## src/hw/rtl/cpfc_pkg.sv

```systemverilog
// Shared types, constants and codes for the capped prime factor counter.
`timescale 1ns / 1ps

package cpfc_pkg;

  localparam int NUMBER_BITS   = 31;
  localparam int COUNT_BITS    = 5;
  localparam int CAP_BITS      = 5;
  localparam int PCT_BITS      = 7;
  localparam int CFG_DATA_BITS = 7;
  localparam int DIV_CNT_BITS  = $clog2(NUMBER_BITS);
  localparam int PROD_BITS     = NUMBER_BITS + PCT_BITS;

  typedef logic [NUMBER_BITS-1:0] num_t;
  typedef logic [COUNT_BITS-1:0]  count_t;
  typedef logic [CAP_BITS-1:0]    cap_t;
  typedef logic [PCT_BITS-1:0]    pct_t;
  typedef logic [PROD_BITS-1:0]   prod_t;

  localparam count_t COUNT_MAX   = '1;
  localparam count_t COUNT_SEMI  = COUNT_BITS'(2);
  localparam cap_t   CAP_RESET   = CAP_BITS'(5);
  localparam pct_t   PCT_RESET   = PCT_BITS'(1);
  localparam pct_t   PCT_FULL    = PCT_BITS'(100);
  localparam num_t   FACTOR_TWO  = NUMBER_BITS'(2);
  localparam num_t   FACTOR_THREE = NUMBER_BITS'(3);
  localparam num_t   FIRST_WHEEL = NUMBER_BITS'(5);
  localparam num_t   WHEEL_STEP  = NUMBER_BITS'(6);
  localparam num_t   NUM_ONE     = NUMBER_BITS'(1);

  typedef enum logic {
    REG_FACTOR_CAP = 1'b0,
    REG_CLOSENESS  = 1'b1
  } reg_idx_t;

  // Which divisor the current trial division uses.
  typedef enum logic [2:0] {
    PH_TWO,
    PH_THREE,
    PH_TOP,
    PH_P,
    PH_P2
  } phase_t;

  typedef enum logic [2:0] {
    S_IDLE,
    S_CHECK,
    S_LAUNCH,
    S_WAIT,
    S_EVAL,
    S_FINAL,
    S_PROD,
    S_EMIT
  } state_t;

  typedef struct packed {
    logic   load;
    logic   launch;
    phase_t sel;
    logic   accept;
    logic   advance_p;
    logic   final_note;
    logic   prod;
    logic   load_out;
  } dp_cmd_t;

  typedef struct packed {
    logic div_done;
    logic rem_zero;
    logic q_ge_d;
    logic rest_one;
    logic rest_zero;
    logic below_cap;
  } dp_status_t;

endpackage

```

## src/hw/rtl/cpfc_ifs.sv

```systemverilog
// Request, result and configuration channel interfaces.
`timescale 1ns / 1ps

interface cpfc_req_if;
  import cpfc_pkg::*;
  logic valid;
  logic ready;
  num_t number;
  modport source (output valid, output number, input ready);
  modport sink (input valid, input number, output ready);
endinterface

interface cpfc_rsp_if;
  import cpfc_pkg::*;
  logic   valid;
  logic   ready;
  count_t factor_count;
  logic   complete;
  logic   k_almost;
  logic   semiprime;
  num_t   first_factor;
  num_t   second_factor;
  logic   interesting;
  modport source (output valid, output factor_count, output complete, output k_almost,
                  output semiprime, output first_factor, output second_factor,
                  output interesting, input ready);
  modport sink (input valid, input factor_count, input complete, input k_almost,
                input semiprime, input first_factor, input second_factor,
                input interesting, output ready);
endinterface

interface cpfc_cfg_if;
  import cpfc_pkg::*;
  logic                     valid;
  logic                     ready;
  reg_idx_t                 index;
  logic [CFG_DATA_BITS-1:0] data;
  modport source (output valid, output index, output data, input ready);
  modport sink (input valid, input index, input data, output ready);
endinterface

```

## src/hw/rtl/cpfc_divider.sv

```systemverilog
// Restoring divider that produces one quotient bit per cycle.
`timescale 1ns / 1ps

module cpfc_divider (
  input  logic          clk,
  input  logic          rst,
  input  logic          start,
  input  cpfc_pkg::num_t dividend,
  input  cpfc_pkg::num_t divisor,
  output cpfc_pkg::num_t quotient,
  output cpfc_pkg::num_t remainder,
  output cpfc_pkg::num_t divisor_q,
  output logic          done
);
  import cpfc_pkg::*;

  logic                    busy;
  logic [DIV_CNT_BITS-1:0] cnt;
  num_t                    rem;
  num_t                    quo;
  num_t                    dsr;
  logic [NUMBER_BITS:0]    trial;
  logic [NUMBER_BITS:0]    diff;
  logic                    trial_ge;

  assign trial    = {rem, quo[NUMBER_BITS-1]};
  assign diff     = trial - {1'b0, dsr};
  assign trial_ge = (trial >= {1'b0, dsr});

  always_ff @(posedge clk) begin
    if (rst) begin
      busy <= 1'b0;
      done <= 1'b0;
      cnt  <= '0;
    end else begin
      done <= 1'b0;
      if (start) begin
        busy <= 1'b1;
        cnt  <= '0;
      end else if (busy) begin
        if (cnt == DIV_CNT_BITS'(NUMBER_BITS - 1)) begin
          busy <= 1'b0;
          done <= 1'b1;
        end
        cnt <= cnt + 1'b1;
      end
    end
  end

  always_ff @(posedge clk) begin
    if (start) begin
      rem <= '0;
      quo <= dividend;
      dsr <= divisor;
    end else if (busy) begin
      rem <= trial_ge ? diff[NUMBER_BITS-1:0] : trial[NUMBER_BITS-1:0];
      quo <= {quo[NUMBER_BITS-2:0], trial_ge};
    end
  end

  assign quotient  = quo;
  assign remainder = rem;
  assign divisor_q = dsr;

endmodule

```

## src/hw/rtl/cpfc_datapath.sv

```systemverilog
// Datapath: cofactor, wheel candidate, factor bookkeeping, settings and result register.
`timescale 1ns / 1ps

module cpfc_datapath (
  input  logic                    clk,
  input  logic                    rst,
  input  cpfc_pkg::dp_cmd_t       cmd,
  output cpfc_pkg::dp_status_t    status,
  input  cpfc_pkg::num_t          number,
  input  logic                    cfg_valid,
  input  cpfc_pkg::reg_idx_t      cfg_index,
  input  logic [cpfc_pkg::CFG_DATA_BITS-1:0] cfg_data,
  output cpfc_pkg::count_t        factor_count,
  output logic                    complete,
  output logic                    k_almost,
  output logic                    semiprime,
  output cpfc_pkg::num_t          first_factor,
  output cpfc_pkg::num_t          second_factor,
  output logic                    interesting
);
  import cpfc_pkg::*;

  cap_t   factor_cap;
  pct_t   closeness_percent;
  num_t   rest;
  num_t   cand;
  count_t count;
  num_t   first;
  num_t   second;
  logic   nonzero;
  prod_t  lhs;
  prod_t  rhs;

  num_t   div_sel;
  num_t   quo;
  num_t   rem;
  num_t   dsr;
  logic   div_done;

  logic   note_en;
  num_t   note_val;
  logic   res_complete;
  logic   res_semi;
  logic   res_kal;
  logic   res_inter;

  always_comb begin
    case (cmd.sel)
      PH_TWO:   div_sel = FACTOR_TWO;
      PH_THREE: div_sel = FACTOR_THREE;
      PH_P2:    div_sel = cand + FACTOR_TWO;
      default:  div_sel = cand;
    endcase
  end

  cpfc_divider u_div (
    .clk       (clk),
    .rst       (rst),
    .start     (cmd.launch),
    .dividend  (rest),
    .divisor   (div_sel),
    .quotient  (quo),
    .remainder (rem),
    .divisor_q (dsr),
    .done      (div_done)
  );

  always_ff @(posedge clk) begin
    if (rst) begin
      factor_cap        <= CAP_RESET;
      closeness_percent <= PCT_RESET;
    end else if (cfg_valid) begin
      unique case (cfg_index)
        REG_FACTOR_CAP: factor_cap        <= cfg_data[CAP_BITS-1:0];
        REG_CLOSENESS:  closeness_percent <= cfg_data[PCT_BITS-1:0];
        default: ;
      endcase
    end
  end

  assign note_en  = cmd.accept | cmd.final_note;
  assign note_val = cmd.accept ? dsr : rest;

  always_ff @(posedge clk) begin
    if (cmd.load) begin
      rest    <= number;
      cand    <= FIRST_WHEEL;
      count   <= '0;
      first   <= '0;
      second  <= '0;
      nonzero <= (number != '0);
    end else begin
      if (cmd.accept) begin
        rest <= quo;
      end else if (cmd.final_note) begin
        rest <= NUM_ONE;
      end
      if (cmd.advance_p) begin
        cand <= cand + WHEEL_STEP;
      end
      if (note_en) begin
        // The count saturates; every compare against the cap still holds.
        if (count != COUNT_MAX) begin
          count <= count + 1'b1;
        end
        if (first == '0) begin
          first <= note_val;
        end else if (second == '0) begin
          second <= note_val;
        end
      end
    end
  end

  always_ff @(posedge clk) begin
    if (cmd.prod) begin
      lhs <= PROD_BITS'(first) * PROD_BITS'(PCT_FULL);
      rhs <= PROD_BITS'(second) * PROD_BITS'(PCT_FULL - closeness_percent);
    end
  end

  assign res_complete = nonzero && (rest == NUM_ONE);
  assign res_semi     = res_complete && (count == COUNT_SEMI);
  assign res_kal      = res_complete && (count >= COUNT_SEMI) &&
                        (count <= COUNT_BITS'(factor_cap));
  assign res_inter    = res_semi && (first != second) &&
                        ((closeness_percent >= PCT_FULL) || (lhs > rhs));

  always_ff @(posedge clk) begin
    if (cmd.load_out) begin
      factor_count  <= count;
      complete      <= res_complete;
      k_almost      <= res_kal;
      semiprime     <= res_semi;
      first_factor  <= first;
      second_factor <= second;
      interesting   <= res_inter;
    end
  end

  assign status.div_done  = div_done;
  assign status.rem_zero  = (rem == '0);
  assign status.q_ge_d    = (quo >= dsr);
  assign status.rest_one  = (rest == NUM_ONE);
  assign status.rest_zero = (rest == '0);
  assign status.below_cap = (count < COUNT_BITS'(factor_cap));

endmodule

```

## src/hw/rtl/cpfc_controller.sv

```systemverilog
// Controller: sequences the trial divisions and the result handoff.
`timescale 1ns / 1ps

module cpfc_controller (
  input  logic                 clk,
  input  logic                 rst,
  input  logic                 req_valid,
  output logic                 req_ready,
  output logic                 rsp_valid,
  input  logic                 rsp_ready,
  input  cpfc_pkg::dp_status_t status,
  output cpfc_pkg::dp_cmd_t    cmd
);
  import cpfc_pkg::*;

  state_t state, state_next;
  phase_t phase, phase_next;
  logic   out_valid;

  logic   ev_accept;
  logic   ev_advance;
  logic   ev_go;
  phase_t ev_phase;
  logic   cont;
  logic   out_free;

  assign cont     = !status.rest_one && status.below_cap;
  assign out_free = !out_valid || rsp_ready;

  // Decision after a division, shared by the next-state and output logic.
  always_comb begin
    ev_accept  = 1'b0;
    ev_advance = 1'b0;
    ev_go      = 1'b0;
    ev_phase   = phase;
    unique case (phase)
      PH_TWO: begin
        ev_accept = status.rem_zero;
        ev_phase  = status.rem_zero ? PH_TWO : PH_THREE;
        ev_go     = 1'b1;
      end
      PH_THREE: begin
        if (status.rem_zero) begin
          ev_accept = 1'b1;
          ev_go     = 1'b1;
        end else begin
          ev_phase = PH_TOP;
          ev_go    = cont;
        end
      end
      PH_TOP: begin
        // The first division by a candidate also tests candidate squared against the cofactor.
        if (status.q_ge_d) begin
          ev_accept = status.rem_zero;
          ev_phase  = status.rem_zero ? PH_P : PH_P2;
          ev_go     = 1'b1;
        end
      end
      PH_P: begin
        if (status.rem_zero) begin
          ev_accept = 1'b1;
          ev_go     = 1'b1;
        end else begin
          ev_phase = PH_P2;
          ev_go    = cont;
        end
      end
      PH_P2: begin
        if (status.rem_zero) begin
          ev_accept = 1'b1;
          ev_go     = 1'b1;
        end else begin
          ev_advance = 1'b1;
          ev_phase   = PH_TOP;
          ev_go      = cont;
        end
      end
      default: ev_go = 1'b0;
    endcase
  end

  always_comb begin
    state_next = state;
    phase_next = phase;
    unique case (state)
      S_IDLE: begin
        if (req_valid) begin
          state_next = S_CHECK;
          phase_next = PH_TWO;
        end
      end
      S_CHECK:  state_next = status.rest_zero ? S_PROD : S_LAUNCH;
      S_LAUNCH: state_next = S_WAIT;
      S_WAIT: begin
        if (status.div_done) begin
          state_next = S_EVAL;
        end
      end
      S_EVAL: begin
        phase_next = ev_phase;
        state_next = ev_go ? S_LAUNCH : S_FINAL;
      end
      S_FINAL:  state_next = S_PROD;
      S_PROD:   state_next = S_EMIT;
      S_EMIT: begin
        if (out_free) begin
          state_next = S_IDLE;
        end
      end
      default:  state_next = S_IDLE;
    endcase
  end

  always_comb begin
    cmd            = '0;
    cmd.sel        = phase;
    cmd.load       = (state == S_IDLE) && req_valid;
    cmd.launch     = (state == S_LAUNCH);
    cmd.accept     = (state == S_EVAL) && ev_accept;
    cmd.advance_p  = (state == S_EVAL) && ev_advance;
    cmd.final_note = (state == S_FINAL) && cont;
    cmd.prod       = (state == S_PROD);
    cmd.load_out   = (state == S_EMIT) && out_free;
    req_ready      = (state == S_IDLE);
  end

  always_ff @(posedge clk) begin
    if (rst) begin
      state     <= S_IDLE;
      phase     <= PH_TWO;
      out_valid <= 1'b0;
    end else begin
      state <= state_next;
      phase <= phase_next;
      if (cmd.load_out) begin
        out_valid <= 1'b1;
      end else if (rsp_ready) begin
        out_valid <= 1'b0;
      end
    end
  end

  assign rsp_valid = out_valid;

endmodule

```

## src/hw/rtl/capped_prime_factor_counter.sv

```systemverilog
// Top level of the capped prime factor counter.
`timescale 1ns / 1ps

// Factors one number per request by trial division (2, 3, then candidates 6i-1 and 6i+1)
// and reports the factor count, completion, k-almost-prime, semiprime and
// interesting-semiprime flags and the first two factors. One request is worked on at a
// time; every trial division runs on a single restoring divider that yields one quotient
// bit per cycle. A finished result sits in an output register, so the next request is
// taken while it waits. Settings (index 0: factor cap, reset 5; index 1: closeness
// percent, reset 1) must be written only while no request is in progress; the block
// itself does not enforce this.
module capped_prime_factor_counter (
  input logic clk,
  input logic rst,
  cpfc_req_if.sink   req,
  cpfc_rsp_if.source rsp,
  cpfc_cfg_if.sink   cfg
);
  import cpfc_pkg::*;

  dp_cmd_t    cmd;
  dp_status_t status;

  assign cfg.ready = 1'b1;

  cpfc_controller u_ctrl (
    .clk       (clk),
    .rst       (rst),
    .req_valid (req.valid),
    .req_ready (req.ready),
    .rsp_valid (rsp.valid),
    .rsp_ready (rsp.ready),
    .status    (status),
    .cmd       (cmd)
  );

  cpfc_datapath u_dp (
    .clk           (clk),
    .rst           (rst),
    .cmd           (cmd),
    .status        (status),
    .number        (req.number),
    .cfg_valid     (cfg.valid),
    .cfg_index     (cfg.index),
    .cfg_data      (cfg.data),
    .factor_count  (rsp.factor_count),
    .complete      (rsp.complete),
    .k_almost      (rsp.k_almost),
    .semiprime     (rsp.semiprime),
    .first_factor  (rsp.first_factor),
    .second_factor (rsp.second_factor),
    .interesting   (rsp.interesting)
  );

endmodule

```

## src/flat_wrapper.sv

```systemverilog
// flat-port wrapper written by rule: the top's interface ports become plain ports
module capped_prime_factor_counter_flat import cpfc_pkg::*;
  (clk, rst, req_valid, req_number, req_ready, rsp_valid, rsp_factor_count, rsp_complete, rsp_k_almost, rsp_semiprime, rsp_first_factor, rsp_second_factor, rsp_interesting, rsp_ready, cfg_valid, cfg_index, cfg_data, cfg_ready);
  cpfc_req_if req_i ();
  cpfc_rsp_if rsp_i ();
  cpfc_cfg_if cfg_i ();
  input logic clk;
  input logic rst;
  input wire logic [$bits(req_i.valid)-1:0] req_valid;
  input wire logic [$bits(req_i.number)-1:0] req_number;
  output wire logic [$bits(req_i.ready)-1:0] req_ready;
  output wire logic [$bits(rsp_i.valid)-1:0] rsp_valid;
  output wire logic [$bits(rsp_i.factor_count)-1:0] rsp_factor_count;
  output wire logic [$bits(rsp_i.complete)-1:0] rsp_complete;
  output wire logic [$bits(rsp_i.k_almost)-1:0] rsp_k_almost;
  output wire logic [$bits(rsp_i.semiprime)-1:0] rsp_semiprime;
  output wire logic [$bits(rsp_i.first_factor)-1:0] rsp_first_factor;
  output wire logic [$bits(rsp_i.second_factor)-1:0] rsp_second_factor;
  output wire logic [$bits(rsp_i.interesting)-1:0] rsp_interesting;
  input wire logic [$bits(rsp_i.ready)-1:0] rsp_ready;
  input wire logic [$bits(cfg_i.valid)-1:0] cfg_valid;
  input wire logic [$bits(cfg_i.index)-1:0] cfg_index;
  input wire logic [$bits(cfg_i.data)-1:0] cfg_data;
  output wire logic [$bits(cfg_i.ready)-1:0] cfg_ready;
  assign req_i.valid = req_valid;
  assign req_i.number = req_number;
  assign req_ready = req_i.ready;
  assign rsp_valid = rsp_i.valid;
  assign rsp_factor_count = rsp_i.factor_count;
  assign rsp_complete = rsp_i.complete;
  assign rsp_k_almost = rsp_i.k_almost;
  assign rsp_semiprime = rsp_i.semiprime;
  assign rsp_first_factor = rsp_i.first_factor;
  assign rsp_second_factor = rsp_i.second_factor;
  assign rsp_interesting = rsp_i.interesting;
  assign rsp_i.ready = rsp_ready;
  assign cfg_i.valid = cfg_valid;
  assign cfg_i.index = cfg_index;
  assign cfg_i.data = cfg_data;
  assign cfg_ready = cfg_i.ready;
  capped_prime_factor_counter u_core (.clk(clk), .rst(rst), .req(req_i), .rsp(rsp_i), .cfg(cfg_i));
endmodule
```

## config.mk

```make
export PLATFORM = sky130hd
export DESIGN_NAME = capped_prime_factor_counter_flat
export DESIGN_NICKNAME = d
export VERILOG_FILES = /design/src/hw/rtl/cpfc_pkg.sv /design/src/hw/rtl/cpfc_ifs.sv /design/src/hw/rtl/cpfc_divider.sv /design/src/hw/rtl/cpfc_datapath.sv /design/src/hw/rtl/cpfc_controller.sv /design/src/hw/rtl/capped_prime_factor_counter.sv /design/src/flat_wrapper.sv
export SDC_FILE = /design/constraint.sdc
export NUM_CORES = 2
export LEC_CHECK = 0
export ABC_AREA = 1
export BUFFER_PORTS_ARGS = -buffer_cell sky130_fd_sc_hd__buf_2
export CAP_MARGIN = 20
export CORE_UTILIZATION = 55
export CTS_BUF_LIST = sky130_fd_sc_hd__clkbuf_2
export DETAILED_ROUTE_END_ITERATION = 8
export GPL_TIMING_DRIVEN = 0
export PLACE_DENSITY_LB_ADDON = 0.25
export SETUP_SLACK_MARGIN = 0.5
export SYNTH_ARGS = -nofsm -noshare
export SYNTH_HDL_FRONTEND = slang
export SYNTH_SLANG_ARGS = --single-unit
```

## constraint.sdc

```tcl
create_clock -name clk -period 7.5 [get_ports clk]
set_input_delay 1.875 -clock clk [delete_from_list [all_inputs] [get_ports clk]]
set_output_delay 1.875 -clock clk [all_outputs]
set_load 0.01 [all_outputs]
```

Word level (Yosys, flattened, before mapping)
Cells that the tools add are included.

storage, ports and cells
  register bits after elaboration = 394
  input port bits = 44
  output and inout port bits = 74
  logic and storage cells = 142

cells by class
  add/subtract/negate cells = 6
  multiply operators = 2
  order comparisons = 7
  eq/ne operators = 23
  muxes and demuxes = 36
  bitwise logic cells = 4
  reduce and logical (&&, ||, !) cells = 38

operators with widths
  cell                     number
  $mux W31                 7
  $logic_not A31 Y1        4
  $pmux W31 S3             1
  $gt A38 B38 Y1           1
  $mul A32 B8 Y38          1
  $mul A31 B5 Y36 const B  1
  $ge A32 B31 Y1           1
  $add A31 B2 Y31 const B  1
  $add A31 B3 Y31 const B  1
  $eq A31 B1 Y1 const B    1
  $ge A31 B31 Y1           1
  $ne A31 B31 Y1           1
  $reduce_bool A31 Y1      1
  $sub A31 B31 Y31         1
  $mux W3                  10
  $pmux W3 S8              1
  $eq A3 B3 Y1 const B     5
  $mux W1                  13
  $eq A3 B2 Y1 const B     4
  $logic_and A1 B1 Y1      12
  $pmux W3 S4              1
  $add A5 B1 Y5 const B    2
  $reduce_and A2 Y1        4
  $sub A7 B7 Y8 const A    1
  25 further kinds         40

Logic depth before layout (Yosys ltp)
  depth in word-level cells = 7
  depth in mapped cells = 29
  depth with buffers taken out = 28

Modules after synthesis
From an unflattened synthesis, not the netlist that was laid out.

unflattened totals
  cells, all modules = 4473
  area, all modules = 33885.0 um^2

by module, submodules not included
  module                       times used  cells each  area each (um^2)  sequential area each (um^2)
  cpfc_datapath                1           3384        26485.4           7497.2
  cpfc_divider                 1           975         6722.7            2622.5
  cpfc_controller              1           112         665.6             140.1
  capped_prime_factor_counter  1           2           11.3              0.0

Least setup slack after synthesis
Ideal clock, no wire load.

  kind = register to register
  from = reg u_core.u_dp.closeness_percent[0]
  to = reg u_core.u_dp.rhs[36] (data pin)
  library setup time = 0.252 ns
  arrival time = 5.459 ns
  data required time = 7.248 ns
  path slack = 1.789 ns
  cell stages (with the launch flop) = 27
  path buffers = 1
  period minus slack after synthesis = 5.711 ns
  cell sequence = dfxtp_1 -> inv_1 -> ha_1 -> or2_2 -> nand2_1 -> nand2_1 -> xor2_1 -> clkinv_1 -> clkbuf_1 -> nor2_1 -> fa_1 -> fa_1 -> fa_1 -> inv_1 -> fa_1 -> inv_1 -> ha_1 -> a21oi_1 -> a21boi_0 -> o21ai_0 -> a21oi_1 -> nand2_1 -> a21o_1 -> nand2_1 -> nand2_1 -> nand2_1 -> nand2_1

between the ends
  word-level cells in the longest chain between the ends = 2

ends and longest elaborated chain
  what                      line                  source
  start: declaration        cpfc_datapath.sv:24   pct_t closeness_percent;
  start signal: assignment  cpfc_datapath.sv:75   REG_CLOSENESS: closeness_percent <= cfg_data[PCT_BITS-1:0];
  $sub A7 B7 Y8             cpfc_datapath.sv:118  rhs <= PROD_BITS'(second) * PROD_BITS'(PCT_FULL - closeness_percent);
  $mul A32 B8 Y38           cpfc_datapath.sv:118
  end signal: assignment    cpfc_datapath.sv:118
  end: declaration          cpfc_datapath.sv:32   prod_t rhs;

Every way passes these cells.
A chain may end at the register's enable or synchronous reset.

Final worst setup path
  from = reg u_core.u_dp.closeness_percent[0]
  to = reg u_core.u_dp.rhs[35] (data pin)

The elaborated chain is that of the path after synthesis.

==> reports/results.txt <==
FF/Latch Area = 10260 um^2
Post-Layout Cell Count = 5161
Clock-pin slew on the worst setup and hold paths = 0.10 ns
Post-route setup TNS = 0 ns
CTS tree = built
CTS Buffer Depth = 3
CP startpoint kind = flip-flop
Full die area = 59660 um^2
Die height = 244.3 um
Clock root cell = clkbuf_2
Gate count of the mapped netlist = 4082
Post-synthesis async set-or-reset flop share = 0%
DRT Pass-1 Iters = 7
Final Cycle Share = 89.45%
Count of clock tree sinks = 393
Post-synth EDFFs = 239
Crit Path Max Fanout = 10
Row cnt = 88
Vias = 28040
Vias in the first global route = 27360
Core ar. = 57810 um^2
Fill cells = 5403
Initial Utilization = 55.84%
Most common cell after layout, fill and taps aside = nand2_1
TritonCTS buffer count = 100
# DRC = 0
# IOs = 118
Fin area = 35000 um^2
Critical path's slowest cell = fa_1
Mapped Area = 32280 um^2
Worst skew pair latency = 1.27 ns
Seq/Total Area, Yosys = 31.79%
GRT overflow = 0
Critical Path Sink Type = flip-flop
Placed cells = 4971
Final hold slack = 0.4232 ns
Tot Pwr = 6.334 mW
Most used cell, CP = nand2_1
Synth Warn # = 0
WL/cell = 19.71 um
First-pass GRT wire length = 154800 um
Arrival @ worst endpoint = 7.76 ns
Largest net degree at the start of global routing = 41
PD cells = 181.0 nW/um^2
Kind of critical path = reg2reg
DP Area = 33990 um^2
Routed wire length = 101700 um
Peak Freq = 0.1491 GHz
Tot GR Track Use = 34.33%
Distinct cells, synth = 56
Main synth FF type = edfxtp_1
GP Congestion = 1.021
Hold WC Path Type = reg2reg
Syn nets = 4634
Initial antenna violation count = 5
CP peak stage delay = 0.54 ns
Final slew viol count = 0
Final hold vios = 0
Mean Syn Cell Area = 7.907 um^2
Slew @ Worst Pin = 1.197 ns
Level count of the clock H-tree = 3
Most frequent cells in the layout = 873 x nand2_1, 790 x inv_1, 439 x nor2_1
Vias per cell = 5.433
Seq cells post-synth = 393
Worst Skew = 0.1338 ns
Max_cap viols = 0
Rel. slew slack = 19.43%
Share of layout cells above drive strength 1 = 8.168%
Outcome = finished, final reports clean
Worst path required time = 8.55 ns
Area of the multi-input gates = 18620 um^2
Initial DRC count = 2404
Net count, final = 4860
Leakage power = 17.68 nW
Post-CTS Setup Repair Bufs = 0
Area grow syn2layout = 8.431%
Peak VDD IR = 160.5 uV
DP HPWL = 83250 um
Final setup viols = 0
# port buffers = 115
Die span in x = 244.3 um
CTS Hold Buffers Added = 0
RSZ-0062 raised after global routing = true
Final worst path period need = 6.709 ns
Post-route ant nets = 0
==> power by group <==
group          total [mW]  switching, mW  internal, mW
logic                2.08           1.45         0.630
clock network        1.58          0.986         0.599
registers            2.67          0.158          2.51
total                6.33           2.60          3.74
==> per-layer routing <==
| metal | share of wire (%) | wire length [um] | global-route usage, % | vias up |
|---|---|---|---|---|
| met5 | 0.053 | 54 | 0 | - |
| met1 | 39 | 40160 | 41.49 | 13100 |
| met3 | 7.6 | 7692 | 6.212 | 297 |
| met4 | 5.2 | 5303 | 17.48 | 8 |
| li1 | - | - | - | 13530 |
| met2 | 48 | 48500 | 58.53 | 1111 |
==> synth_stat cells, drive strengths merged (2+ instances only) <==
library cell	n	area share, %
nor3b	5	0.12
inv	796	9.3
nand4	45	0.87
xnor2	35	0.95
dfxtp	154	9.6
nor2	450	5.4
nand2	876	10
edfxtp	239	22
a22oi	2	0.047
a21oi	207	3.3
ha	306	12
o22ai	13	0.25
o31ai	4	0.093
a21boi	11	0.26
fa	202	13
o211ai	19	0.44
o21bai	18	0.43
a21o	19	0.44
a211oi	2	0.047
nand3b	8	0.19
nand3	142	2.2
buf	35	0.56
xor2	83	2.3
o21ai	193	3.0
o32ai	3	0.081
clkinv	5	0.058
a31oi	16	0.31
nor3	65	1.0
or2	5	0.097
nor4	30	0.58
clkbuf	71	0.83
a221oi	2	0.054
o21a	10	0.23
a311oi	3	0.081
==> through the flow <==
stage	worst slack, ns	util (%)
6_report	0.7913	60.55
5_1_grt	0.4346	60.55
4_1_cts	0.6319	60.49
3_5_place_dp	0.05642	58.79
3_3_place_gp	0.06242	58.49
2_1_floorplan	1.789	-
==> layout make-up <==
class	count	area share, %
Sequential cell	393	29.31
Buffer	106	1.291
Clock buffer	155	2.217
Inverter	801	8.601
Tap cell	765	2.735
Multi-Input combinational cell	2782	53.21
Clock inverter	34	0.5470
Timing Repair Buffer	124	2.081
Antenna cell	1	0.007150
==> what timing repair did <==
item,4_1_cts,5_1_grt
setup endpoints to repair,15,16
pin swaps,0,0
resized for setup,4,12
==> worst max-delay path: cells and delay by family, from the launching register on <==
family / cells / cell delay, ns
flops: 1 / 0.50
simple gates: 12 / 1.97
fa+ha+maj: 6 / 2.69
buf+inv: 5 / 0.88
xor+xnor: 2 / 0.58
==> worst paths after layout <==
check | endpoint | slack, ns | cells after the start | startpoint
hold / removal | u_core.u_dp.second_factor[7]$_DFFE_PP_ | 0.42 | 0 | u_core.u_dp.second[7]$_SDFFE_PP0P_
hold reg to reg | u_core.u_dp.second_factor[7]$_DFFE_PP_ | 0.42 | 0 | u_core.u_dp.second[7]$_SDFFE_PP0P_
setup reg to reg | u_core.u_dp.rhs[35]$_DFFE_PP_ | 0.79 | 25 | u_core.u_dp.closeness_percent[0]$_SDFFE_PP1P_
setup / recovery | u_core.u_dp.rhs[35]$_DFFE_PP_ | 0.79 | 25 | u_core.u_dp.closeness_percent[0]$_SDFFE_PP1P_
==> flip-flops by register name (all words and copies together) (netlist names), 3 cells and up <==
| signal | cells |
|---|---|
| u_core.u_dp.rest | 31 |
| u_core.u_dp.rhs | 38 |
| u_core.u_dp.second | 31 |
| u_core.u_dp.u_div.cnt | 5 |
| u_core.u_ctrl.phase | 3 |
| u_core.u_dp.lhs | 36 |
| u_core.u_dp.count | 5 |
| u_core.u_dp.factor_cap | 5 |
| u_core.u_ctrl.state | 3 |
| u_core.u_dp.u_div.quotient | 31 |
| u_core.u_dp.u_div.divisor_q | 31 |
| u_core.u_dp.u_div.remainder | 31 |
| u_core.u_dp.closeness_percent | 7 |
| u_core.u_dp.first | 31 |
| u_core.u_dp.factor_count | 5 |
| u_core.u_dp.second_factor | 31 |
| u_core.u_dp.first_factor | 31 |
| u_core.u_dp.cand | 30 |
==> cell families (layout without fill, tap and decap cells) <==
| kind of cell | count (synthesis) | after routing | share of synthesized area [%] |
|---|---|---|---|
| buf+inv | 907 | 1220 | 10.70 |
| other cells | 1 | 2 | 0.01162 |
| simple gates | 1628 | 1628 | 20.72 |
| xor+xnor | 118 | 118 | 3.202 |
| flops | 393 | 393 | 31.79 |
| fa+ha+maj | 508 | 508 | 24.39 |
| compound gates | 527 | 527 | 9.187 |
Note: power is estimated with default switching activity, not from simulation.
